`src/sv/sle_pkg.sv`:
```
// Shared types, character codes and helpers of the serial line editor.
// Used by sle_out and serial_line_editor_echo; depends on nothing.
`default_nettype none

package sle_pkg;

    // Input word kinds.
    localparam logic [1:0] KIND_BYTE  = 2'd0;
    localparam logic [1:0] KIND_READ  = 2'd1;
    localparam logic [1:0] KIND_CLEAR = 2'd2;

    // Character codes.
    localparam logic [7:0] CH_BEL   = 8'h07;
    localparam logic [7:0] CH_BS    = 8'h08;
    localparam logic [7:0] CH_LF    = 8'h0A;
    localparam logic [7:0] CH_CR    = 8'h0D;
    localparam logic [7:0] CH_SPACE = 8'h20;
    localparam logic [7:0] CH_TILDE = 8'h7E;
    localparam logic [7:0] CH_LOW_A = 8'h61;
    localparam logic [7:0] CH_LOW_Z = 8'h7A;
    localparam logic [7:0] CASE_OFS = 8'h20;

    localparam int unsigned LEN_PORT_W = 6;

    // One job for the output stage: up to three echo bytes plus status.
    typedef struct packed {
        logic                  tx_en;     // echo bytes present
        logic [1:0]            cnt;       // number of results, 1 to 3
        logic [2:0][7:0]       echo;      // echo[0] goes out first
        logic                  read_hit;  // read word with index inside the line
        logic                  line_ready;
        logic [LEN_PORT_W-1:0] line_length;
    } out_job_t;

    function automatic logic is_printable(input logic [7:0] b);
        return (b >= CH_SPACE) && (b <= CH_TILDE);
    endfunction

    function automatic logic [7:0] to_upper(input logic [7:0] b);
        return ((b >= CH_LOW_A) && (b <= CH_LOW_Z)) ? (b - CASE_OFS) : b;
    endfunction

endpackage

`default_nettype wire

```
`src/sv/sle_ram.sv`:
```
// Generic single-port-write, single-port-read RAM with a registered read.
// Stand-alone; no package needed.
`default_nettype none

module sle_ram #(
    parameter int unsigned WIDTH = 8,
    parameter int unsigned DEPTH = 32
) (
    input  wire logic                     clk,
    input  wire logic                     we,
    input  wire logic [$clog2(DEPTH)-1:0] waddr,
    input  wire logic [WIDTH-1:0]         wdata,
    input  wire logic                     re,
    input  wire logic [$clog2(DEPTH)-1:0] raddr,
    output logic      [WIDTH-1:0]         rdata
);

    logic [WIDTH-1:0] mem [DEPTH];

    always_ff @(posedge clk)
    begin
        if (we)
        begin
            mem[waddr] <= wdata;
        end
    end

    always_ff @(posedge clk)
    begin
        if (re)
        begin
            rdata <= mem[raddr];
        end
    end

endmodule

`default_nettype wire

```
`src/sv/sle_out.sv`:
```
// Output register: holds one job and sends its words one per cycle while out_ready is high.
// Depends on sle_pkg for the job type.
`default_nettype none

module sle_out
    import sle_pkg::*;
(
    input  wire logic       clk,
    input  wire logic       rst_n,
    input  wire logic       load_valid,
    output logic            load_ready,
    input  wire out_job_t   load_job,
    input  wire logic [7:0] ram_q,
    output logic            out_valid,
    input  wire logic       out_ready,
    output logic            tx_valid,
    output logic [7:0]      tx_byte,
    output logic            last,
    output logic            line_ready,
    output logic [5:0]      line_length,
    output logic [7:0]      read_data
);

    logic       ob_valid_reg, ob_valid_next;
    logic [1:0] seq_reg, seq_next;
    out_job_t   job_reg;
    logic [7:0] rdata_reg;
    logic       is_last;

    assign is_last    = (seq_reg == (job_reg.cnt - 2'd1));
    assign load_ready = !ob_valid_reg || (out_ready && is_last);

    always_comb
    begin
        ob_valid_next = ob_valid_reg;
        seq_next      = seq_reg;
        if (load_valid && load_ready)
        begin
            ob_valid_next = 1'b1;
            seq_next      = 2'd0;
        end
        else if (ob_valid_reg && out_ready)
        begin
            if (is_last)
            begin
                ob_valid_next = 1'b0;
            end
            else
            begin
                seq_next = seq_reg + 2'd1;
            end
        end
    end

    always_ff @(posedge clk or negedge rst_n)
    begin
        if (!rst_n)
        begin
            ob_valid_reg <= 1'b0;
            seq_reg      <= 2'd0;
        end
        else
        begin
            ob_valid_reg <= ob_valid_next;
            seq_reg      <= seq_next;
        end
    end

    // The RAM output is sampled here, as the job leaves the pipeline register.
    always_ff @(posedge clk)
    begin
        if (load_valid && load_ready)
        begin
            job_reg   <= load_job;
            rdata_reg <= load_job.read_hit ? ram_q : 8'h00;
        end
    end

    assign out_valid   = ob_valid_reg;
    assign tx_valid    = job_reg.tx_en;
    assign tx_byte     = job_reg.tx_en ? job_reg.echo[seq_reg] : 8'h00;
    assign last        = is_last;
    assign line_ready  = job_reg.line_ready;
    assign line_length = job_reg.line_length;
    assign read_data   = rdata_reg;

endmodule

`default_nettype wire

```
`src/sv/serial_line_editor_echo.sv`:
```
// Serial line editor with echo: an accepted word updates the line state at once,
// writes or reads the line RAM, and passes a job to the output register.
// A job passes the pipeline register, then the output register. One word per
// cycle is taken while each word gives a single result and out_ready is high;
// a word echoing n bytes (n up to 3) holds the output register till all are sent.
// Reset clears the position, length, ready flag, echo mode and all valid flags;
// the line RAM is not cleared.
`default_nettype none

module serial_line_editor_echo
    import sle_pkg::*;
#(
    parameter int unsigned LINE_DEPTH = 32
) (
    input  wire logic       clk,
    input  wire logic       rst_n,
    input  wire logic       cfg_we,
    input  wire logic [1:0] cfg_wdata,
    input  wire logic       in_valid,
    output logic            in_ready,
    input  wire logic [1:0] kind,
    input  wire logic [7:0] rx_byte,
    input  wire logic [4:0] read_index,
    output logic            out_valid,
    input  wire logic       out_ready,
    output logic            tx_valid,
    output logic [7:0]      tx_byte,
    output logic            last,
    output logic            line_ready,
    output logic [5:0]      line_length,
    output logic [7:0]      read_data
);

    localparam int unsigned ADDR_W = $clog2(LINE_DEPTH);
    localparam int unsigned POS_W  = $clog2(LINE_DEPTH + 1);
    localparam int unsigned CMP_W  = (POS_W > 5) ? POS_W : 5;
    localparam int unsigned LEN_W  = (POS_W > LEN_PORT_W) ? POS_W : LEN_PORT_W;

    logic [1:0]       echo_mode_reg;
    logic [POS_W-1:0] wpos_reg, wpos_next;
    logic [POS_W-1:0] clen_reg, clen_next;
    logic             rdy_reg, rdy_next;
    logic             s1_valid_reg, s1_valid_next;
    out_job_t         s1_job_reg, job_next;

    logic             in_acc;
    logic             load_ready;
    logic             ram_we, ram_re;
    logic [7:0]       up_char;
    logic [CMP_W-1:0] idx_ext;
    logic [1:0]       n_echo;
    logic [2:0][7:0]  echo_bytes;
    logic [LEN_W-1:0] clen_ext;
    logic [7:0]       ram_q;

    assign in_ready = !s1_valid_reg || load_ready;
    assign in_acc   = in_valid && in_ready;
    assign up_char  = to_upper(rx_byte);
    assign idx_ext  = CMP_W'(read_index);

    always_comb
    begin
        wpos_next  = wpos_reg;
        clen_next  = clen_reg;
        rdy_next   = rdy_reg;
        ram_we     = 1'b0;
        ram_re     = 1'b0;
        n_echo     = 2'd0;
        echo_bytes = '0;
        job_next   = '0;
        if (in_acc)
        begin
            unique case (kind)
                KIND_BYTE:
                begin
                    priority if (wpos_reg == POS_W'(LINE_DEPTH))
                    begin
                        // Full line: any byte is dropped together with the line.
                        wpos_next  = '0;
                        n_echo     = 2'd3;
                        echo_bytes = {CH_LF, CH_CR, CH_BEL};
                    end
                    else if (is_printable(rx_byte))
                    begin
                        ram_we        = 1'b1;
                        wpos_next     = wpos_reg + 1'b1;
                        n_echo        = 2'd1;
                        echo_bytes[0] = up_char;
                    end
                    else if (rx_byte == CH_BS)
                    begin
                        if (wpos_reg != '0)
                        begin
                            wpos_next  = wpos_reg - 1'b1;
                            n_echo     = 2'd3;
                            echo_bytes = {CH_BS, CH_SPACE, CH_BS};
                        end
                    end
                    else if (rx_byte == CH_CR)
                    begin
                        if (wpos_reg != '0)
                        begin
                            clen_next     = wpos_reg;
                            rdy_next      = 1'b1;
                            wpos_next     = '0;
                            n_echo        = 2'd2;
                            echo_bytes[0] = CH_LF;
                            echo_bytes[1] = CH_CR;
                        end
                    end
                    else
                    begin
                        n_echo = 2'd0;
                    end
                end
                KIND_READ:
                begin
                    ram_re            = 1'b1;
                    job_next.read_hit = (idx_ext < CMP_W'(clen_reg));
                end
                KIND_CLEAR:
                begin
                    rdy_next = 1'b0;
                end
                default:
                begin
                    rdy_next = rdy_reg;
                end
            endcase
        end
        if ((echo_mode_reg == 2'd0) && (n_echo != 2'd0))
        begin
            job_next.tx_en = 1'b1;
            job_next.cnt   = n_echo;
            job_next.echo  = echo_bytes;
        end
        else
        begin
            job_next.tx_en = 1'b0;
            job_next.cnt   = 2'd1;
        end
        clen_ext             = LEN_W'(clen_next);
        job_next.line_ready  = rdy_next;
        job_next.line_length = clen_ext[LEN_PORT_W-1:0];
    end

    // The pipeline register moves on whenever the output register can take its job.
    always_comb
    begin
        s1_valid_next = s1_valid_reg;
        if (in_acc)
        begin
            s1_valid_next = 1'b1;
        end
        else if (load_ready)
        begin
            s1_valid_next = 1'b0;
        end
    end

    always_ff @(posedge clk or negedge rst_n)
    begin
        if (!rst_n)
        begin
            echo_mode_reg <= 2'd0;
            wpos_reg      <= '0;
            clen_reg      <= '0;
            rdy_reg       <= 1'b0;
            s1_valid_reg  <= 1'b0;
        end
        else
        begin
            if (cfg_we)
            begin
                echo_mode_reg <= cfg_wdata;
            end
            wpos_reg     <= wpos_next;
            clen_reg     <= clen_next;
            rdy_reg      <= rdy_next;
            s1_valid_reg <= s1_valid_next;
        end
    end

    always_ff @(posedge clk)
    begin
        if (in_acc)
        begin
            s1_job_reg <= job_next;
        end
    end

    // A read accepted after a write to the same entry sees the new data,
    // since only one word enters per cycle; the read data holds while the pipeline stalls.
    sle_ram #(
        .WIDTH (8),
        .DEPTH (LINE_DEPTH)
    ) u_line_ram (
        .clk   (clk),
        .we    (ram_we),
        .waddr (wpos_reg[ADDR_W-1:0]),
        .wdata (up_char),
        .re    (ram_re),
        .raddr (idx_ext[ADDR_W-1:0]),
        .rdata (ram_q)
    );

    sle_out u_out (
        .clk         (clk),
        .rst_n       (rst_n),
        .load_valid  (s1_valid_reg),
        .load_ready  (load_ready),
        .load_job    (s1_job_reg),
        .ram_q       (ram_q),
        .out_valid   (out_valid),
        .out_ready   (out_ready),
        .tx_valid    (tx_valid),
        .tx_byte     (tx_byte),
        .last        (last),
        .line_ready  (line_ready),
        .line_length (line_length),
        .read_data   (read_data)
    );

endmodule

`default_nettype wire

```
`config.mk`:
```
export PLATFORM = sky130hd
export DESIGN_NAME = serial_line_editor_echo
export DESIGN_NICKNAME = d
export VERILOG_FILES = /design/src/sv/sle_pkg.sv /design/src/sv/sle_ram.sv /design/src/sv/sle_out.sv /design/src/sv/serial_line_editor_echo.sv
export SDC_FILE = /design/constraint.sdc
export NUM_CORES = 1
export LEC_CHECK = 0
export BUFFER_PORTS_ARGS = -buffer_cell sky130_fd_sc_hd__buf_4
export CORE_MARGIN = 2
export CORE_UTILIZATION = 57
export CTS_CLUSTER_DIAMETER = 120
export CTS_CLUSTER_SIZE = 28
export DETAILED_ROUTE_END_ITERATION = 12
export GPL_TIMING_DRIVEN = 0
export PLACE_DENSITY = 0.74
export SYNTH_ARGS = -nofsm -noshare
export SYNTH_HDL_FRONTEND = slang
export SYNTH_SLANG_ARGS = --single-unit
```
`constraint.sdc`:
```
create_clock -name clk -period 5.4 [get_ports clk]
set_input_delay 0 -clock clk [delete_from_list [all_inputs] [get_ports clk]]
set_output_delay 0 -clock clk [all_outputs]
set_load 0.01 [all_outputs]
```
Word-level counts from Yosys, hierarchy flattened:

Memory sizes are Yosys's and may differ from the RTL's. A register that Yosys moved wholly into a read port is not among the register bits.
Index checks and enable logic that the tools add are counted.
W data, S select, Z words.

* $add $sub $neg: 5
* $mul: 0
* shifts and indexed selects: 0
* equal/unequal tests: 7
* reductions and logical operators: 27
* mux-type cells: 57
* div/mod/pow operators: 0
* bitwise operators: 3
* $lt $le $gt $ge: 6

Operator list (count)
* $mux W6: 13
* $mux W20: 2
* $mux W12: 3
* $mux W8: 4
* $mux W2: 11
* $mux W1: 19
* $bmux W8 S2: 1
* $eq A8 B4 Y1 const B: 2
* $le A8 B7 Y1 const B: 2
* $mux W16: 1
* $ge A8 B6 Y1 const B: 1
* $ge A8 B7 Y1 const B: 1
* $reduce_bool A2 Y1: 4
* $sub A8 B6 Y8 const B: 1
* $logic_and A1 B1 Y1: 7
* $add A6 B1 Y6 const B: 1
* $eq A6 B6 Y1 const B: 1
* $lt A5 B6 Y1: 1
* $reduce_and A2 Y1: 3
* $reduce_bool A6 Y1: 1
* $sub A6 B1 Y6 const B: 1
* $reduce_or A5 Y1: 1
* $logic_not A2 Y1: 2
* $mux W4: 1
* 17 further kinds: 21

* RAM bits: 256
* input port bits: 22
* latch bits: 0
* bits in registers: 96
* memories kept: 1
* bits in read-only memories: 0

Memory list
* u_line_ram.mem: depth 32, width 8, rd ports 1, clocked after memory_dff 1, wr ports 1, line sle_ram.sv:18 `logic [WIDTH-1:0] mem [DEPTH];`

Longest topological paths before layout:

* depth after elaboration: 12
* gate-level depth with buffers: 9
* gate-level depth less buffers: 8

Hierarchy:

A second synthesis with hierarchy kept.

* cells, all modules: 719
* area, all modules: 14010.9 µm²

By module, submodules not included
* sle_ram: times used 1, area each 10133.5 µm², cells each 417
* serial_line_editor_echo: times used 1, area each 2021.9 µm², cells each 181
* sle_out: times used 1, area each 1855.5 µm², cells each 121

Least setup slack after synthesis:

No wires, ideal clock.

* path type: flip-flop to flip-flop
* start: register wpos_reg[0]
* end: memory u_line_ram.mem[0][0] (enable)
* slack: 2.966 ns
* cell stages (with the launch flop): 9
* setup time: 0.370 ns
* buffers on the path: 1
* arrival: 2.064 ns
* path through: dfrtp_1 inv_1 ha_1 nor4b_4 and2_1 buf_2 nor3_4 nand2_1 nor2_1

* longest elaborated chain between the ends: 6

RTL lines
* from (decl): line serial_line_editor_echo.sv:40 `logic [POS_W-1:0] wpos_reg, wpos_next;`
* from (signal assigned): line serial_line_editor_echo.sv:177 `wpos_reg <= wpos_next;`
* $eq A6 B6 Y1: line serial_line_editor_echo.sv:76 `priority if (wpos_reg == POS_W'(LINE_DEPTH))`
* $mux W1: line serial_line_editor_echo.sv:76
* $mux W1: line serial_line_editor_echo.sv:73 `unique case (kind)`
* $mux W1: line serial_line_editor_echo.sv:71 `if (in_acc)`
* $mux W1: line sle_ram.sv:22 `if (we)`
* $mux W1 (implied by the code): line sle_ram.sv:24 `mem[waddr] <= wdata;`
* to (decl): line sle_ram.sv:18

Parallel ways exist; a longest one is shown, timed or not.

Final worst setup path:

* start: register wpos_reg[0]
* end: memory u_line_ram.mem[3][4] (enable)

Same word-level chain as after synthesis.

==> results.json <==
{
  "yosys_warnings": 0,
  "crit_arrival_ns": 3.48,
  "status": "finished clean",
  "io-pin-count": 49,
  "power.internal_mw": 3.82,
  "vias": 6796,
  "grt_pass1_wl_um": 40100,
  "synth.net_count": 731,
  "drt_iter0_drc": 760,
  "postSynthAreaPerCell_um2": 19.4,
  "end_kind": "flop",
  "synthArstFlopShare": 0.0565,
  "r2r-end": "u_line_ram.mem[3][4]$_DFFE_PP_",
  "drv_slew": 0,
  "p_comb_frac": 0.142,
  "cp.required_ns": 5.53,
  "netlist_area_um2": 13500,
  "cp-start-kind": "flop",
  "crit_family": "simple AND/OR/NAND/NOR gates",
  "rr_worst_depth": 8,
  "nNetsFinal": 812,
  "syn_inst": 697,
  "rsz0062_at_grt": "false",
  "yosys_register_bits": 336,
  "wl_um": 26900,
  "ys_types": 51,
  "hp-class": "in -> reg",
  "dieArea_um2": 24900,
  "critPathBufInv": 2,
  "clockBufferDepth": 3,
  "cts.sinks": 336,
  "fin_area_um2": 14800,
  "fp.dieW_um": 158,
  "cts-root-buf": "clkbuf_16",
  "skew_ns": 0.0199,
  "grt_max_degree": 39,
  "post-cts-setup-buffers": 0,
  "slew_headroom": 0.122,
  "place_area_um2": 14300,
  "grt_pass1_vias": 6675,
  "min_from": "kind[0]",
  "final-hold-violation-count": 0,
  "tns_ns": 0,
  "fin_crit_sh": 0.621,
  "largest_register_ffs": 256,
  "fmax_mhz": 298,
  "ant_nets": 0,
  "wire_per_inst_um": 24.4,
  "crit_cells": 8,
  "p_leak_nw": 4.79,
  "clock_power_share": 0.247,
  "maxCapViolations": 0,
  "area_delta_synth_final_pct": 9.86,
  "seq_power_share": 0.612,
  "std_cell_rows": 56,
  "min_to": "s1_job_reg[7]$_SDFFCE_PP0N_",
  "timing.reg2reg.setup_slack_ns": 2.05,
  "worst_pin_slew_ns": 1.32,
  "place.gp.congestion": 0.838,
  "power.density_nw_per_um2": 339,
  "start_util": 0.577,
  "max-vdd-ir-drop_v": 0.000233,
  "portBuffers": 47,
  "via_per_inst": 6.18,
  "setup_viol": 0,
  "cts_tree": "built",
  "gr-usage-all-layers": 0.221,
  "switchingPower_mw": 1.21,
  "fp.dieH_um": 158,
  "coreArea_um2": 23400,
  "clk_pin_slew_ns": 0.11,
  "synth_edf_count": 317,
  "hpwlAfterDp_um": 18000,
  "cpPeakStageDelay_ns": 0.77,
  "min_period_ns": 3.35,
  "drive_gt1_frac": 0.230,
  "cp_max_fo": 8,
  "crit_chain": "inv_1, ha_1, nor4b_4, and2_1, buf_2, nor3_4, nand2_1, nor2_1",
  "first_pass_iters": 5,
  "switching_share": 0.240,
  "worstSetupPathType": "reg -> reg",
  "yosysSeqAreaShare": 0.740,
  "rr_startpoint": "wpos_reg[0]$_DFFE_PN0P_",
  "cts_buffers": 15,
  "worst_path_max_delay_cell": "nor2_1",
  "drc_errors": 0,
  "antenna_found_initial": 0,
  "dominantRegCellSynth": "edfxtp_1",
  "diodes": 0,
  "htreeDepth": 1,
  "grt_overflow_total": 0,
  "whs_path_depth": 3,
  "clkLatencyLatePin_ns": 0.50
}
## power groups by stage
stage	sequential (mW)	combinational (mW)	clock, mW
floorplan	3.12	0.431	0
global placement	3.12	0.663	0
detailed placement	3.13	0.699	0
CTS	3.07	0.711	1.27
global route	3.09	0.774	1.35
finish	3.08	0.712	1.24
## layer usage
layer  vias up  part of all wire  GRT usage
li1       2938                 -          -
met1      3502              0.40      0.317
met2       316              0.49      0.362
met3        40             0.083     0.0353
met4         0             0.024     0.0571
met5         -                 0          0
## cell type report
class,count,area (um^2)
timing repair buffer,64,533
buffer,32,156
multi-input combinational,313,3300
clock buffer,20,394
tap,319,399
sequential,336,9990
fill,1637,8560
inverter,16,60.1
## per-stage QoR
step           power, mW  hold WS (ns)  setup slack (ns)   util  instances
6_report            5.03        0.0308              2.05  0.634       1100
5_1_grt             5.21        0.0377              1.88  0.634       1100
4_1_cts             5.05       0.00319              2.11  0.634       1100
3_5_place_dp        3.83       -0.0992              2.14  0.611       1065
3_3_place_gp        3.79        -0.108              2.21  0.609       1063
2_1_floorplan       3.55        -0.296              2.97      -        697
## placed cells by master, fill, tap and decap left out, types with 2 or more instances in the layout
master	Yosys	layout
edfxtp_1	317	317
inv_1	16	16
nor2b_1	4	4
nor2_1	48	47
nand2b_1	9	9
and3_1	4	4
nand2_1	26	26
mux4_2	80	80
a22o_1	4	4
buf_4	7	54
buf_2	8	8
o21ai_0	8	8
a21oi_1	21	20
o31ai_1	2	2
and3b_1	2	2
mux2_2	11	11
o22ai_1	2	2
and2_1	15	15
nor3_1	6	6
nor4_1	3	3
nand3_1	8	8
a31oi_1	5	5
clkbuf_1	14	19
a21o_1	5	5
dlygate4sd3_1	0	15
buf_8	0	2
o21ai_1	2	2
or3_1	6	6
clkbuf_16	0	15
mux2i_1	5	5
nand3b_1	4	4
buf_1	3	3
dfrtp_1	19	19
ha_1	12	12
nor3b_1	2	2
## worst max path at each step
stage / from / endpoint / slack (ns)
after floorplan: wpos_reg[0]$_DFFE_PN0P_ / u_line_ram.mem[0][0]$_DFFE_PP_ / 2.97
after global placement: wpos_reg[0]$_DFFE_PN0P_ / u_line_ram.mem[28][1]$_DFFE_PP_ / 2.21
after detailed placement: wpos_reg[0]$_DFFE_PN0P_ / u_line_ram.mem[3][0]$_DFFE_PP_ / 2.14
after CTS: wpos_reg[0]$_DFFE_PN0P_ / u_line_ram.mem[26][2]$_DFFE_PP_ / 2.11
after global routing: wpos_reg[0]$_DFFE_PN0P_ / u_line_ram.mem[26][2]$_DFFE_PP_ / 1.88
final: wpos_reg[0]$_DFFE_PN0P_ / u_line_ram.mem[3][4]$_DFFE_PP_ / 2.05
## cell usage after synthesis, types with 3 or more instances
cell type | n | area share
buf_4 | 7 | 0.0039
clkbuf_1 | 14 | 0.0039
a31oi_1 | 5 | 0.0023
a21o_1 | 5 | 0.0028
mux2i_1 | 5 | 0.0037
and3_1 | 4 | 0.0019
nor2_1 | 48 | 0.013
ha_1 | 12 | 0.011
nor2b_1 | 4 | 0.0019
mux4_2 | 80 | 0.13
buf_2 | 8 | 0.0030
dfrtp_1 | 19 | 0.035
nand3_1 | 8 | 0.0030
mux2_2 | 11 | 0.0092
nand2_1 | 26 | 0.0072
nand3b_1 | 4 | 0.0022
or3_1 | 6 | 0.0028
o21ai_0 | 8 | 0.0030
a21oi_1 | 21 | 0.0078
inv_1 | 16 | 0.0044
and2_1 | 15 | 0.0069
edfxtp_1 | 317 | 0.70
nand2b_1 | 9 | 0.0042
nor4_1 | 3 | 0.0014
nor3_1 | 6 | 0.0022
buf_1 | 3 | 0.00083
a22o_1 | 4 | 0.0026
## worst reg2reg max path, delay by kind of cell (launching register included)
| kind | cells | cell delay (ns) |
|---|---|---|
| fa+ha+maj | 1 | 0.25 |
| buf+inv | 2 | 0.36 |
| flops | 1 | 0.50 |
| simple gates | 5 | 1.86 |
## kinds of logic (layout without fill, tap and decap cells)
family                     count (synthesis)  after routing  synth area share
buffers and inverters                     48            132            0.0160
adders and majority gates                 12             12            0.0111
DFF                                      336            336             0.740
xor gates and xnor gates                   2              2           0.00185
muxes                                     96             96             0.146
and+or+nand+nor                          145            145            0.0569
AOI/OAI and AO/OA                         58             58            0.0281
## what timing repair did
| action | CTS | global route |
|---|---|---|
| hold buffers | 15 | 0 |
| hold endpoints to repair | 163 | 0 |
| setup endpoints to repair | 0 | 0 |
| gates resized for setup | 0 | 0 |
Power figures use the tool's default switching activity.
